## config.mk

```make
export PLATFORM = sky130hd
export DESIGN_NAME = bank_switch_mapper_sixteen_k_prg_top
export DESIGN_NICKNAME = d
export VERILOG_FILES = /design/src/sv/bsm16k_pkg.sv /design/src/sv/bank_switch_mapper_sixteen_k_prg_top.sv
export SDC_FILE = /design/constraint.sdc
export NUM_CORES = 1
export LEC_CHECK = 0
export ABC_AREA = 0
export ABC_CLOCK_PERIOD_IN_PS = 2850
export BUFFER_PORTS_ARGS = -buffer_cell sky130_fd_sc_hd__buf_2
export CORE_MARGIN = 1
export CORE_UTILIZATION = 45
export CTS_CLUSTER_DIAMETER = 50
export DETAILED_ROUTE_END_ITERATION = 8
export HOLD_SLACK_MARGIN = 0.08
export PLACE_DENSITY = 0.74
export SLEW_MARGIN = 5
export SYNTH_ARGS = -nofsm -noshare
export SYNTH_HDL_FRONTEND = slang
export SYNTH_SLANG_ARGS = --single-unit
```

## constraint.sdc

```tcl
create_clock -name aclk -period 2.85 [get_ports aclk]
set_input_delay 0 -clock aclk [delete_from_list [all_inputs] [get_ports aclk]]
set_output_delay 0 -clock aclk [all_outputs]
set_load 0.02 [all_outputs]
```

## src/sv/bsm16k_pkg.sv

```systemverilog
// ============================================================================
// Sunsoft-4 style bank mapper - shared definitions
// Access kinds, target codes, register indexes and field widths.
// ============================================================================
`default_nettype none

package bsm16k_pkg;

    // Input word fields
    localparam int unsigned KIND_W  = 2;
    localparam int unsigned ADDR_W  = 16;
    localparam int unsigned WDATA_W = 8;
    localparam int unsigned S_DATA_W = 32;   // bus_address + write_data, byte padded

    // Result word fields
    localparam int unsigned TGT_W   = 3;
    localparam int unsigned MADDR_W = 19;
    localparam int unsigned M_DATA_W = 24;   // target + mapped_address + is_write

    // Configuration port
    localparam int unsigned PADDR_W = 4;
    localparam int unsigned PDATA_W = 32;

    // Behaviour constants
    localparam int unsigned CNT_W          = 11;
    localparam logic [CNT_W-1:0] CNT_MAX   = 11'd2047;
    localparam logic [CNT_W-1:0] FALLBACK_READS = 11'd1784;
    localparam logic [7:0] NT_CHR_FORCE    = 8'd128;
    localparam logic [12:0] WRAM_MASK      = 13'h1FFF;   // 8K work RAM

    typedef enum logic [KIND_W-1:0] {
        KIND_CPU_READ  = 2'd0,
        KIND_CPU_WRITE = 2'd1,
        KIND_PPU       = 2'd2,
        KIND_NONE      = 2'd3
    } kind_t;

    typedef enum logic [TGT_W-1:0] {
        TGT_NONE    = 3'd0,
        TGT_PRG_MAIN = 3'd1,
        TGT_PRG_EXT = 3'd2,
        TGT_WRAM    = 3'd3,
        TGT_CHR     = 3'd4,
        TGT_NT_RAM  = 3'd5
    } target_t;

    typedef enum logic [1:0] {
        MIR_VERTICAL   = 2'd0,
        MIR_HORIZONTAL = 2'd1,
        MIR_SINGLE_A   = 2'd2,
        MIR_SINGLE_B   = 2'd3
    } mirror_t;

    typedef enum logic [1:0] {
        REG_EXT_ROM_PRESENT = 2'd0,
        REG_CHR_IS_RAM      = 2'd1,
        REG_CHR_BANK_MASK   = 2'd2,
        REG_PRG_BANK_MASK   = 2'd3
    } reg_idx_t;

    typedef struct packed {
        target_t            target;
        logic [MADDR_W-1:0] mapped_address;
        logic               is_write;
    } result_t;

endpackage

`default_nettype wire

```

## src/sv/bank_switch_mapper_sixteen_k_prg_top.sv

```systemverilog
// ============================================================================
// Sunsoft-4 style bank mapper - top level
// Translates each CPU read, CPU write or PPU access into a target memory and
// a byte address, and keeps the mapper's bank registers and read counter.
// ============================================================================
//
//  Channel   Direction  Handshake          Contents
//  s_        in         s_tvalid/s_tready  one bus access word
//  m_        out        m_tvalid/m_tready  one translated access word
//  APB       in/out     psel/penable       four configuration registers
//
// Each word passes through an input register and a result register, and
// m_tvalid rises when the word moves on into the result register. One word
// can be taken in every cycle while the result register is not stalled.
// The bank registers and the read counter are updated as a word
// moves from the input register to the result register, so each word sees the
// effect of every earlier one. When the result register is stalled the input
// register still takes one more word before s_tready falls. Reset is
// synchronous and active low; it empties both registers and restores the
// bank state and configuration to their defaults.
`default_nettype none

module bank_switch_mapper_sixteen_k_prg_top (
    input  wire logic                              aclk,
    input  wire logic                              aresetn,
    // Input stream
    input  wire logic                              s_tvalid,
    output      logic                              s_tready,
    // [15:0] bus_address, [23:16] write_data, [31:24] zero
    input  wire logic [bsm16k_pkg::S_DATA_W-1:0]   s_tdata,
    // [1:0] access_kind
    input  wire logic [bsm16k_pkg::KIND_W-1:0]     s_tuser,
    // Result stream
    output      logic                              m_tvalid,
    input  wire logic                              m_tready,
    // [2:0] target, [21:3] mapped_address, [22] is_write, [23] zero
    output      logic [bsm16k_pkg::M_DATA_W-1:0]   m_tdata,
    // Configuration port
    input  wire logic                              psel,
    input  wire logic                              penable,
    input  wire logic                              pwrite,
    input  wire logic [bsm16k_pkg::PADDR_W-1:0]    paddr,
    input  wire logic [bsm16k_pkg::PDATA_W-1:0]    pwdata,
    output      logic [bsm16k_pkg::PDATA_W-1:0]    prdata,
    output      logic                              pready
);
    import bsm16k_pkg::*;

    // ------------------------------------------------------------------
    // Configuration registers
    // ------------------------------------------------------------------
    logic       ext_rom_present_reg;
    logic       chr_is_ram_reg;
    logic [7:0] chr_bank_mask_reg;
    logic [3:0] prg_bank_mask_reg;
    logic       cfg_write;
    reg_idx_t   cfg_idx;

    assign pready    = 1'b1;
    assign cfg_write = psel && penable && pwrite && pready;
    assign cfg_idx   = reg_idx_t'(paddr[3:2]);

    always_ff @(posedge aclk) begin
        if (!aresetn) begin
            ext_rom_present_reg <= 1'b0;
            chr_is_ram_reg      <= 1'b0;
            chr_bank_mask_reg   <= 8'hFF;
            prg_bank_mask_reg   <= 4'd7;
        end else if (cfg_write) begin
            unique case (cfg_idx)
                REG_EXT_ROM_PRESENT: ext_rom_present_reg <= pwdata[0];
                REG_CHR_IS_RAM:      chr_is_ram_reg      <= pwdata[0];
                REG_CHR_BANK_MASK:   chr_bank_mask_reg   <= pwdata[7:0];
                REG_PRG_BANK_MASK:   prg_bank_mask_reg   <= pwdata[3:0];
                default: ;
            endcase
        end
    end

    always_comb begin
        prdata = '0;
        unique case (cfg_idx)
            REG_EXT_ROM_PRESENT: prdata[0]   = ext_rom_present_reg;
            REG_CHR_IS_RAM:      prdata[0]   = chr_is_ram_reg;
            REG_CHR_BANK_MASK:   prdata[7:0] = chr_bank_mask_reg;
            REG_PRG_BANK_MASK:   prdata[3:0] = prg_bank_mask_reg;
            default: ;
        endcase
    end

    // ------------------------------------------------------------------
    // Input register
    // ------------------------------------------------------------------
    logic               in_valid_reg;
    kind_t              kind_reg;
    logic [ADDR_W-1:0]  addr_reg;
    logic [WDATA_W-1:0] wdata_reg;
    logic               advance;     // input register moves into the result register
    logic               s_fire;

    assign advance  = in_valid_reg && (!m_tvalid || m_tready);
    assign s_tready = !in_valid_reg || advance;
    assign s_fire   = s_tvalid && s_tready;

    always_ff @(posedge aclk) begin
        if (!aresetn) begin
            in_valid_reg <= 1'b0;
        end else if (s_fire) begin
            in_valid_reg <= 1'b1;
        end else if (advance) begin
            in_valid_reg <= 1'b0;
        end
    end

    always_ff @(posedge aclk) begin
        if (s_fire) begin
            kind_reg  <= kind_t'(s_tuser);
            addr_reg  <= s_tdata[ADDR_W-1:0];
            wdata_reg <= s_tdata[ADDR_W +: WDATA_W];
        end
    end

    // ------------------------------------------------------------------
    // Mapper state
    // ------------------------------------------------------------------
    logic [7:0]       chr_banks_reg [4];
    logic [7:0]       nt_bank_a_reg, nt_bank_b_reg;
    logic             nt_from_chr_reg;
    mirror_t          mirror_mode_reg;
    logic [2:0]       prg_bank_reg;
    logic             chip_select_reg;
    logic             active_chip_reg;
    logic [CNT_W-1:0] read_counter_reg;

    logic [7:0]       chr_banks_next [4];
    logic [7:0]       nt_bank_a_next, nt_bank_b_next;
    logic             nt_from_chr_next;
    mirror_t          mirror_mode_next;
    logic [2:0]       prg_bank_next;
    logic             chip_select_next;
    logic             active_chip_next;
    logic [CNT_W-1:0] read_counter_next;

    result_t          res;

    // Translation and register decode for the word in the input register.
    always_comb begin
        logic [13:0] low;
        logic [13:0] ppu_a;
        logic [7:0]  bank;
        logic [18:0] chr_raw;
        logic        use_b;
        logic [7:0]  nt;
        logic [7:0]  nt_masked;
        logic        reselect;

        chr_banks_next    = chr_banks_reg;
        nt_bank_a_next    = nt_bank_a_reg;
        nt_bank_b_next    = nt_bank_b_reg;
        nt_from_chr_next  = nt_from_chr_reg;
        mirror_mode_next  = mirror_mode_reg;
        prg_bank_next     = prg_bank_reg;
        chip_select_next  = chip_select_reg;
        active_chip_next  = active_chip_reg;
        read_counter_next = read_counter_reg;

        res       = '{target: TGT_NONE, mapped_address: '0, is_write: 1'b0};
        low       = addr_reg[13:0];
        ppu_a     = addr_reg[13:0];
        bank      = chr_banks_reg[ppu_a[12:11]];
        chr_raw   = {bank, ppu_a[10:0]};
        use_b     = 1'b0;
        nt        = '0;
        nt_masked = '0;
        reselect  = 1'b0;

        unique case (kind_reg)
            KIND_CPU_READ: begin
                if (addr_reg < 16'h6000) begin
                    res.target = TGT_NONE;
                end else if (addr_reg < 16'h8000) begin
                    res.target         = TGT_WRAM;
                    res.mapped_address = {6'd0, addr_reg[12:0] & WRAM_MASK};
                end else if (addr_reg < 16'hC000) begin
                    // Switchable window; the counter may drop back to the main chip.
                    if (read_counter_reg != CNT_MAX) begin
                        read_counter_next = read_counter_reg + 1'b1;
                    end
                    if (read_counter_next == FALLBACK_READS) begin
                        active_chip_next = 1'b0;
                    end
                    if (active_chip_next) begin
                        res.target         = TGT_PRG_EXT;
                        res.mapped_address = {2'd0, prg_bank_reg, low};
                    end else begin
                        res.target         = TGT_PRG_MAIN;
                        res.mapped_address = {2'd0, prg_bank_reg & prg_bank_mask_reg[2:0], low};
                    end
                end else begin
                    // Fixed last bank.
                    res.target         = TGT_PRG_MAIN;
                    res.mapped_address = {1'b0, prg_bank_mask_reg, low};
                end
            end
            KIND_CPU_WRITE: begin
                if (addr_reg == 16'h6000) begin
                    if (wdata_reg == 8'd0) begin
                        read_counter_next = '0;
                        reselect          = 1'b1;
                    end
                end else if (addr_reg >= 16'h6000 && addr_reg < 16'h8000) begin
                    res.target         = TGT_WRAM;
                    res.mapped_address = {6'd0, addr_reg[12:0] & WRAM_MASK};
                    res.is_write       = 1'b1;
                end else if (addr_reg >= 16'h8000) begin
                    unique case (addr_reg[14:12])
                        3'd0, 3'd1, 3'd2, 3'd3: begin
                            chr_banks_next[addr_reg[13:12]] = wdata_reg;
                            reselect = 1'b1;
                        end
                        3'd4: nt_bank_a_next = wdata_reg;
                        3'd5: nt_bank_b_next = wdata_reg;
                        3'd6: begin
                            mirror_mode_next = mirror_t'(wdata_reg[1:0]);
                            nt_from_chr_next = wdata_reg[4];
                        end
                        default: begin
                            prg_bank_next    = wdata_reg[2:0];
                            chip_select_next = !wdata_reg[3];
                            reselect         = 1'b1;
                        end
                    endcase
                end
                if (reselect) begin
                    active_chip_next = ext_rom_present_reg && chip_select_next;
                end
            end
            KIND_PPU: begin
                if (ppu_a < 14'h2000) begin
                    res.target         = TGT_CHR;
                    res.mapped_address = {1'b0, chr_raw[17:0] & {chr_bank_mask_reg, 10'h3FF}};
                end else if (ppu_a < 14'h3F00) begin
                    unique case (mirror_mode_reg)
                        MIR_VERTICAL:   use_b = ppu_a[10];
                        MIR_HORIZONTAL: use_b = ppu_a[11];
                        MIR_SINGLE_A:   use_b = 1'b0;
                        MIR_SINGLE_B:   use_b = 1'b1;
                        default:        use_b = 1'b0;
                    endcase
                    nt        = use_b ? nt_bank_b_reg : nt_bank_a_reg;
                    nt_masked = (nt | NT_CHR_FORCE) & chr_bank_mask_reg;
                    if (!chr_is_ram_reg && nt_from_chr_reg) begin
                        res.target         = TGT_CHR;
                        res.mapped_address = {1'b0, nt_masked, ppu_a[9:0]};
                    end else begin
                        res.target         = TGT_NT_RAM;
                        res.mapped_address = {8'd0, use_b, ppu_a[9:0]};
                    end
                end
            end
            default: ;
        endcase
    end

    always_ff @(posedge aclk) begin
        if (!aresetn) begin
            for (int i = 0; i < 4; i++) begin
                chr_banks_reg[i] <= '0;
            end
            nt_bank_a_reg    <= '0;
            nt_bank_b_reg    <= '0;
            nt_from_chr_reg  <= 1'b0;
            mirror_mode_reg  <= MIR_VERTICAL;
            prg_bank_reg     <= '0;
            chip_select_reg  <= 1'b0;
            active_chip_reg  <= 1'b0;
            read_counter_reg <= '0;
        end else if (advance) begin
            chr_banks_reg    <= chr_banks_next;
            nt_bank_a_reg    <= nt_bank_a_next;
            nt_bank_b_reg    <= nt_bank_b_next;
            nt_from_chr_reg  <= nt_from_chr_next;
            mirror_mode_reg  <= mirror_mode_next;
            prg_bank_reg     <= prg_bank_next;
            chip_select_reg  <= chip_select_next;
            active_chip_reg  <= active_chip_next;
            read_counter_reg <= read_counter_next;
        end
    end

    // ------------------------------------------------------------------
    // Result register
    // ------------------------------------------------------------------
    logic    out_valid_reg;
    result_t out_reg;

    always_ff @(posedge aclk) begin
        if (!aresetn) begin
            out_valid_reg <= 1'b0;
        end else if (advance) begin
            out_valid_reg <= 1'b1;
        end else if (m_tready) begin
            out_valid_reg <= 1'b0;
        end
    end

    always_ff @(posedge aclk) begin
        if (advance) begin
            out_reg <= res;
        end
    end

    assign m_tvalid = out_valid_reg;
    assign m_tdata  = {1'b0, out_reg.is_write, out_reg.mapped_address, out_reg.target};

endmodule

`default_nettype wire
```

# Word level (Yosys, flattened, before mapping)
# Cells that the tools add are included.
# totals
ff_bits,130
elab_cells,166
input_bits,77
output_inout_bits,59
# classes
reduce_logical,38
eq_ne,23
mux,61
addsub,1
bitwise_logic,9
order_cmp,10
# op_table
operator,n
$mux W11,10
$mux W22,5
$pmux W22 S3,1
$mux W21,2
$reduce_and A6 Y1,6
$bwmux W32,1
$lt A16 B16 Y1 const B,2
$lt A14 B14 Y1 const B,2
$mux W1,27
$pmux W11 S2,1
$mux W7,3
$mux W20,1
$mux W19,1
$and A18 B18 Y18,1
$bmux W8 S2,1
$demux W8 S2,1
$eq A16 B15 Y1 const B,1
$ge A16 B15 Y1 const B,1
$ge A16 B16 Y1 const B,1
$lt A16 B15 Y1 const B,1
$ne A2 B2 Y1 const B,6
$add A11 B1 Y11 const B,1
$eq A11 B11 Y1 const B,1
$ne A11 B11 Y1 const B,1
other kinds (30),64

# Depth between registers and ports, before layout
# Gate-level depths: netlist of run 1.
# depth
depth_word,17
depth_mapped,9

# Least setup slack after synthesis of run 1
# No wires, ideal clock.
# synth_path
kind,register to register
from,register out_valid_reg (netlist: m_tvalid)
to,register read_counter_reg[0]
stages_incl_launch_ff,6
arrival_time_ps,2621
n_path_buf,0
required_time_ps,2774
setup_time_ps,76
period_less_slack_ps,2696
setup_slack_ps,154
cell_sequence,dfxtp_1 -> nor2b_1 -> nor2b_1 -> nand3_1 -> or3_1 -> a21boi_0
# synth_between
elab_chain_len,4
# synth_lines
item,line,text
"start, declared",bank_switch_mapper_sixteen_k_prg_top.sv:294,logic out_valid_reg;
"start signal, assigned",bank_switch_mapper_sixteen_k_prg_top.sv:299,out_valid_reg <= 1'b0;
"start signal, assigned",bank_switch_mapper_sixteen_k_prg_top.sv:301,out_valid_reg <= 1'b1;
"start signal, assigned",bank_switch_mapper_sixteen_k_prg_top.sv:303,out_valid_reg <= 1'b0;
$logic_not A1 Y1,bank_switch_mapper_sixteen_k_prg_top.sv:101,assign advance = in_valid_reg && (!m_tvalid || m_tready);
$logic_or A1 B1 Y1,bank_switch_mapper_sixteen_k_prg_top.sv:101,
$logic_and A1 B1 Y1,bank_switch_mapper_sixteen_k_prg_top.sv:101,
via advance,bank_switch_mapper_sixteen_k_prg_top.sv:98,logic advance;
$reduce_and A7 Y1 (no source line),-,
"end signal, assigned",bank_switch_mapper_sixteen_k_prg_top.sv:287,read_counter_reg <= read_counter_next;
"end, declared",bank_switch_mapper_sixteen_k_prg_top.sv:133,logic [CNT_W-1:0] read_counter_reg;
# The timed path passes the listed nets, and every way through them passes these cells.
# A chain may end at the register's enable or synchronous reset.

# Worst setup path in the final report of run 1
# layout_path
from,register read_counter_reg[0]
to,"register out_reg, in the netlist m_tdata[17], data pin"
# layout_between
elab_chain_len,17
# layout_lines
item,line,text
$add A11 B1 Y11 or $ne A11 B11 Y1 (tied branches),"bank_switch_mapper_sixteen_k_prg_top.sv:187, bank_switch_mapper_sixteen_k_prg_top.sv:186",
$mux W11 (*),bank_switch_mapper_sixteen_k_prg_top.sv:186,if (read_counter_reg != CNT_MAX) begin
$mux W11 (*),bank_switch_mapper_sixteen_k_prg_top.sv:184,end else if (addr_reg < 16'hC000) begin
$mux W11 (*),bank_switch_mapper_sixteen_k_prg_top.sv:181,end else if (addr_reg < 16'h8000) begin
$mux W11 (*),bank_switch_mapper_sixteen_k_prg_top.sv:179,if (addr_reg < 16'h6000) begin
$mux W11 (*),bank_switch_mapper_sixteen_k_prg_top.sv:177,unique case (kind_reg)
$eq A11 B11 Y1 (*),bank_switch_mapper_sixteen_k_prg_top.sv:189,if (read_counter_next == FALLBACK_READS) begin
$mux W1 (*),bank_switch_mapper_sixteen_k_prg_top.sv:189,
$mux W1 (*),bank_switch_mapper_sixteen_k_prg_top.sv:184,
$mux W1 (*),bank_switch_mapper_sixteen_k_prg_top.sv:181,
$mux W1 (*),bank_switch_mapper_sixteen_k_prg_top.sv:179,
$mux W1 (*),bank_switch_mapper_sixteen_k_prg_top.sv:177,
$mux W21 (*),bank_switch_mapper_sixteen_k_prg_top.sv:192,if (active_chip_next) begin
$mux W21 (*),bank_switch_mapper_sixteen_k_prg_top.sv:184,
$mux W22 (*),bank_switch_mapper_sixteen_k_prg_top.sv:181,
$mux W19 (*),bank_switch_mapper_sixteen_k_prg_top.sv:179,
$pmux W22 S3 (*),bank_switch_mapper_sixteen_k_prg_top.sv:177,
"end signal, assigned",bank_switch_mapper_sixteen_k_prg_top.sv:309,out_reg <= res;
"end, declared",bank_switch_mapper_sixteen_k_prg_top.sv:295,result_t out_reg;
# Mark *: on every way between the ends. The rest lies on a longest branch, timed or not. The select of a mux whose other input is x is not followed.

==> results of run 1 <==
==> layout make-up <==
type	count	area (um2)
Tap cell	172	215
Inverter	8	30.0
Timing Repair Buffer	126	858
Clock buffer	17	425
Multi-Input combinational cell	443	2740
Fill cell	1066	5360
Sequential cell	125	2980
Clock inverter	15	267
==> worst max-delay path by stage <==
stage / startpoint / to / slack (ns) / cells after the start
2_1_floorplan: m_tvalid$_SDFFE_PN0P_ / read_counter_reg[0]$_SDFFE_PN0P_ / 0.15 / 5
4_1_cts: read_counter_reg[0]$_SDFFE_PN0P_ / m_tdata[17]$_SDFFCE_PN0P_ / 0.28 / 6
3_5_place_dp: read_counter_reg[0]$_SDFFE_PN0P_ / m_tdata[18]$_SDFFCE_PN0P_ / 0.29 / 6
5_1_grt: read_counter_reg[0]$_SDFFE_PN0P_ / m_tdata[17]$_SDFFCE_PN0P_ / 0.10 / 6
6_report: read_counter_reg[0]$_SDFFE_PN0P_ / m_tdata[17]$_SDFFCE_PN0P_ / 0.27 / 6
3_3_place_gp: read_counter_reg[0]$_SDFFE_PN0P_ / m_tdata[18]$_SDFFCE_PN0P_ / 0.37 / 6
==> Yosys cell counts (10+ instances only) <==
master / instances / share of area [%]
nand2_1: 83 / 5.2
o21ai_0: 55 / 4.6
buf_2: 10 / 0.83
a21oi_1: 13 / 1.1
nor2_1: 28 / 1.7
nand3_1: 23 / 1.9
dfxtp_1: 77 / 26
a21boi_0: 37 / 4.6
edfxtp_1: 48 / 24
nor2b_1: 40 / 4.1
buf_4: 28 / 3.5
mux2i_1: 30 / 5.0
clkbuf_1: 26 / 1.6
==> what timing repair did <==
action	4_1_cts	5_1_grt
hold buffers	39	0
hold endpoints to repair	42	0
resized for setup	0	0
==> power breakdown <==
| group | leakage [nW] | switching, mW | internal (mW) |
|---|---|---|---|
| Sequential | 1.08 | 0.0443 | 1.91 |
| Clock | 0.323 | 0.807 | 1.72 |
| Combinational | 1.55 | 0.191 | 0.132 |
==> placed cells by master (no fill, tap or decap), types with 5 or more instances in the layout <==
| cell | netlist | routed |
|---|---|---|
| and2_1 | 7 | 7 |
| o21ai_0 | 55 | 55 |
| mux2i_1 | 30 | 30 |
| mux4_2 | 8 | 8 |
| a21oi_1 | 13 | 13 |
| nor4_1 | 5 | 5 |
| nor2b_1 | 40 | 39 |
| nor2_1 | 28 | 28 |
| nand2b_1 | 5 | 5 |
| bufinv_16 | 0 | 7 |
| dfxtp_1 | 77 | 77 |
| dlygate4sd3_1 | 0 | 39 |
| buf_2 | 10 | 74 |
| and3_1 | 5 | 5 |
| a31oi_1 | 6 | 6 |
| inv_1 | 8 | 8 |
| nand2_1 | 83 | 83 |
| buf_4 | 28 | 13 |
| nand4_1 | 6 | 6 |
| edfxtp_1 | 48 | 48 |
| nand3_1 | 23 | 23 |
| a21boi_0 | 37 | 37 |
| conb_1 | 2 | 27 |
| clkbuf_16 | 0 | 17 |
| o22ai_1 | 8 | 8 |
==> metrics by stage <==
stage	total power, mW	utilization (%)	cells
after CTS	4.82	58.4	906
final	4.81	58.4	906
after detailed placement	2.26	50.0	835
after floorplan	2.19	-	643
after global routing	4.95	58.4	906
after global placement	2.26	50.0	835
==> layer usage <==
metal / wire (um) / GRT usage [%] / up-vias
met3: 979 / 6.78 / 18
li1: - / - / 2362
met5: 0 / 0 / -
met1: 6350 / 27.4 / 2353
met4: 200 / 7.61 / 0
met2: 7370 / 36.8 / 231
==> cells by family after synthesis <==
| family | Yosys count | synth area share (%) |
|---|---|---|
| xor+xnor | 2 | 0.290 |
| buf+inv | 75 | 6.85 |
| flops | 125 | 49.4 |
| other cells | 2 | 0.124 |
| fa+ha+maj | 1 | 0.207 |
| mux | 39 | 8.14 |
| simple gates | 224 | 18.8 |
| compound gates | 150 | 16.2 |
==> worst reg2reg max path: stages, from the launching register on <==
cell,delay (ns)
dfxtp_1,0.47
ha_1,0.41
nand4_2,0.16
or3_1,0.51
o32ai_2,0.31
a21oi_2,0.13
o311a_1,0.34
==> impl_metrics.json, run 1 <==
{
  "outcome": "finished, final reports clean",
  "synth_enable_flop_cells": 48,
  "timing.final.crit_period_ns": 2.58,
  "drc": 0,
  "n_antenna_cell": 0,
  "antenna_found_initial": 0,
  "clockBufferDepth": 2,
  "largest_register_ffs": 28,
  "cp-start-kind": "flip-flop",
  "netlist_instances": 618,
  "ys_seq_area_share_pct": 49.4,
  "area_growth_pct": 24.5,
  "timing.setup.tns_ns": 0,
  "max_freq_mhz": 388,
  "reg2reg_from": "read_counter_reg[0]$_SDFFE_PN0P_",
  "worst_r2r_endpoint": "m_tdata[17]$_SDFFCE_PN0P_",
  "rows": 41,
  "cts_num_sinks": 125,
  "rrSetupSlack_ns": 0.27,
  "grt_pass1_vias": 4838,
  "finalSetupViolations": 0,
  "cp_top_family": "compound AO/OA/AOI/OAI gates",
  "coreArea_um2": 12900,
  "arrival_ns": 2.75,
  "reg2reg_depth": 6,
  "required_ns": 3.02,
  "num_vias": 4964,
  "vias_per_cell": 5.48,
  "root_buffer": "clkbuf_16",
  "drv_slew": 0,
  "place_area_um2": 6440,
  "globalRouteOverflowTotal": 0,
  "ioPinCount": 136,
  "skew_ns": 0.00646,
  "cp_slowest_cell": "or3_1",
  "port_buffers": 74,
  "synthDistinctLibCells": 61,
  "grt_setup_unrepaired": "no",
  "post-dp-hpwl_um": 9890,
  "leakage_nw": 2.96,
  "slowest_delay_ns": 0.51,
  "hold_class": "in -> reg",
  "report.final.hold_viol_count": 0,
  "fin_hold_ws_ns": 0.0925,
  "hold_end": "ext_rom_present_reg$_SDFFE_PN0P_",
  "cts_buffers": 17,
  "insertion_delay_ns": 0.42,
  "cts_tree": "built",
  "synth_top_flop_cell": "dfxtp_1",
  "max_cap_viol_count": 0,
  "finalCritPeriodShare_pct": 90.4,
  "synth_area_um2": 6040,
  "powerDensity_nw_per_um2": 639,
  "die_area_um2": 13900,
  "path_clk_slew_ns": 0.06,
  "synth_area_per_cell_um2": 9.78,
  "drt_iter0_markers": 526,
  "cts_htree_levels": 4,
  "grt_first_pass_wirelength_um": 24000,
  "ir_drop_uv": 631,
  "crit_buf_inv": 0,
  "post_cts_buffers": 0,
  "start_util_pct": 46.9,
  "max_slew.worst_pin.slew_ns": 0.794,
  "die_w_um": 118,
  "dp_slack_ns": 0.292,
  "path_cells": "ha_1 > nand4_2 > or3_1 > o32ai_2 > a21oi_2 > o311a_1",
  "path_max_fanout": 10,
  "hold_path.startpoint": "penable",
  "gp_congestion": 0.859,
  "nets": 799,
  "worstSetupEndpointType": "flip-flop",
  "synth_seq_cells": 125,
  "setup_slack_ns": 0.274,
  "dr.pass1.iters": 5,
  "ant_nets": 0,
  "grt_max_degree": 51,
  "wire_per_inst_um": 16.4,
  "hold_path_depth": 5,
  "path_class": "reg -> reg",
  "finalWirelength_um": 14900,
  "final_cell_area_um2": 7520,
  "grt_usage_pct": 22.2,
  "yosysWarnings": 0,
  "timing.max_slew.rel_slack_pct": 47.1,
  "drive_above_1_share_pct": 18.8,
  "die-height_um": 118,
  "synthArstFlopShare_pct": 0
}
Note: power is estimated with default switching activity, not from simulation.
==> run 2, diff against run 1 <==
--- a/config.mk
+++ b/config.mk
@@ -14,6 +14,7 @@
 export DETAILED_ROUTE_END_ITERATION = 8
 export HOLD_SLACK_MARGIN = 0.08
 export PLACE_DENSITY = 0.74
+export RECOVER_POWER = 50
 export SLEW_MARGIN = 5
 export SYNTH_ARGS = -nofsm -noshare
 export SYNTH_HDL_FRONTEND = slang
==> run 2 against run 1 <==
Against the previous run: global-route usage is the same; clock power is essentially flat; via count shrank 0.66%; largest cell class unchanged; clock skew grew 0.00079 ns; sequential power is essentially flat; non-clock buffer count is the same; register-to-register slack is essentially flat; total power shrank 0.15%.
==> impl_metrics.json, run 2 (synthesis gave the netlist of run 1 again) <==
{
  "finalSetupViolations": 0,
  "p_sw_share_pct": 21.7,
  "post-dp-hpwl_um": 9890,
  "grt_max_degree": 51,
  "vias_per_cell": 5.44,
  "switchingPower_mw": 1.04,
  "seqCellArea_um2": 2980,
  "max_slew.worst_pin.slew_ns": 1.20,
  "ant_nets": 0,
  "cp_slowest_cell": "or3_1",
  "grt_usage_pct": 22.2,
  "insertion_delay_ns": 0.43,
  "timing.setup.tns_ns": 0,
  "dp_slack_ns": 0.292,
  "slowest_delay_ns": 0.51,
  "grt_first_pass_wirelength_um": 24000,
  "cts_num_sinks": 125,
  "multi_input_area_um2": 2740,
  "post_cts_buffers": 0,
  "fin_hold_ws_ns": 0.0945,
  "coreArea_um2": 12900,
  "ir_drop_uv": 634,
  "grt_pass1_vias": 4838,
  "cp-endpoint": "m_tdata[17]$_SDFFCE_PN0P_",
  "die-height_um": 118,
  "dr.pass1.iters": 6,
  "path_clk_slew_ns": 0.06,
  "antenna_found_initial": 0,
  "port_buffers": 74,
  "leakage_nw": 2.87,
  "wire_per_inst_um": 16.4,
  "largest_register_ffs": 28,
  "required_ns": 3.02,
  "ioPinCount": 136,
  "final_cell_area_um2": 7470,
  "pwr-share-comb_pct": 6.5,
  "powerDensity_nw_per_um2": 643,
  "path_cells": "ha_1 > nand4_2 > or3_1 > o32ai_2 > a21oi_2 > o311a_1",
  "crit_buf_inv": 0,
  "nets": 799,
  "cts_buffers": 17,
  "worst_r2r_endpoint": "m_tdata[17]$_SDFFCE_PN0P_",
  "reg2reg_depth": 6,
  "globalRouteOverflowTotal": 0,
  "path_max_fanout": 10,
  "intPower_mw": 3.76,
  "timing.max_slew.rel_slack_pct": 20.0,
  "grt_setup_unrepaired": "no",
  "drv_slew": 0,
  "gp_congestion": 0.859,
  "drt_iter0_markers": 444,
  "nFillCells": 1087,
  "max_cap_viol_count": 0,
  "report.final.hold_viol_count": 0,
  "final_common_cell": "nand2_1",
  "cp_top_family": "compound AO/OA/AOI/OAI gates",
  "skew_ns": 0.00725,
  "pwr-share-seq_pct": 40.7,
  "hold_class": "in -> reg",
  "rrSetupSlack_ns": 0.27,
  "finalCritPeriodShare_pct": 90.6,
  "final_cell_mix": "nand2_1 (83), dfxtp_1 (77), o21ai_0 (55)",
  "clockBufferDepth": 2,
  "arrival_ns": 2.76,
  "n_antenna_cell": 0,
  "timing.final.crit_period_ns": 2.58,
  "path_class": "reg -> reg",
  "cts_htree_levels": 4,
  "cts_tree": "built",
  "num_vias": 4931,
  "rows": 41,
  "cts.repair.resized": 0,
  "power.share.clock_pct": 52.8,
  "cp.depth": 6,
  "die_area_um2": 13900,
  "start_util_pct": 46.9,
  "max_freq_mhz": 387,
  "finalWirelength_um": 14800,
  "place_area_um2": 6440,
  "reg2reg_from": "read_counter_reg[0]$_SDFFE_PN0P_",
  "die_w_um": 118,
  "drc": 0,
  "setup_slack_ns": 0.267,
  "cp-start-kind": "flip-flop",
  "outcome": "finished, final reports clean",
  "area_growth_pct": 23.6,
  "crit_start": "read_counter_reg[0]$_SDFFE_PN0P_",
  "worstSetupEndpointType": "flip-flop",
  "drive_above_1_share_pct": 14.3,
  "root_buffer": "clkbuf_16"
}
run 2: final cells by class:
class / count / share of cell area (%)
Tap cell: 172 / 2.88
Sequential cell: 125 / 39.9
Inverter: 8 / 0.402
Clock inverter: 15 / 3.57
Clock buffer: 17 / 5.70
Timing Repair Buffer: 126 / 10.9
Multi-Input combinational cell: 443 / 36.7
run 2: what timing repair did:
item,in CTS,in global routing
endpoints found under the hold margin,42,0
hold buffers,39,0
setup endpoints to repair,0,0
run 2: how the worst min path moves through the flow:
stage	from	to	slack, ns	depth (start not counted)
after floorplan	s_tdata[0]	addr_reg[0]$_DFFE_PP_	0.1	0
after global placement	s_tdata[20]	wdata_reg[4]$_DFFE_PP_	0.18	1
after detailed placement	s_tdata[18]	wdata_reg[2]$_DFFE_PP_	0.18	1
after CTS	penable	ext_rom_present_reg$_SDFFE_PN0P_	0.09	5
after global routing	penable	ext_rom_present_reg$_SDFFE_PN0P_	0.14	5
final	penable	ext_rom_present_reg$_SDFFE_PN0P_	0.09	5
run 2: per-stage QoR:
| step | util, % | power [mW] | instances |
|---|---|---|---|
| 4_1_cts | 58.4 | 4.82 | 906 |
| 6_report | 58.0 | 4.80 | 906 |
| 5_1_grt | 58.0 | 4.94 | 906 |
| 3_3_place_gp | 50.0 | 2.26 | 835 |
| 3_5_place_dp | 50.0 | 2.26 | 835 |
| 2_1_floorplan | - | 2.19 | 643 |
run 2: power groups by stage:
stage	registers, mW	clock network [mW]	logic [mW]
2_1_floorplan	1.98	0	0.204
6_report	1.95	2.53	0.314
3_3_place_gp	1.99	0	0.272
3_5_place_dp	1.99	0	0.277
4_1_cts	1.95	2.55	0.320
5_1_grt	1.96	2.65	0.338
run 2: routing by layer:
layer / track usage [%] / vias up / wire (um) / part of all wire (%)
met3: 6.78 / 28 / 1020 / 6.9
met5: 0 / - / 0 / 0
li1: - / 2368 / - / -
met4: 7.61 / 0 / 291 / 2.0
met2: 36.8 / 210 / 7300 / 49
met1: 27.4 / 2325 / 6220 / 42
run 2: worst reg2reg max path, delay by kind of cell, from the launching register on:
family	cells	cell delay (ns)
adders and majority gates	1	0.41
and+or+nand+nor	2	0.67
AOI/OAI and AO/OA	3	0.78
DFF	1	0.47
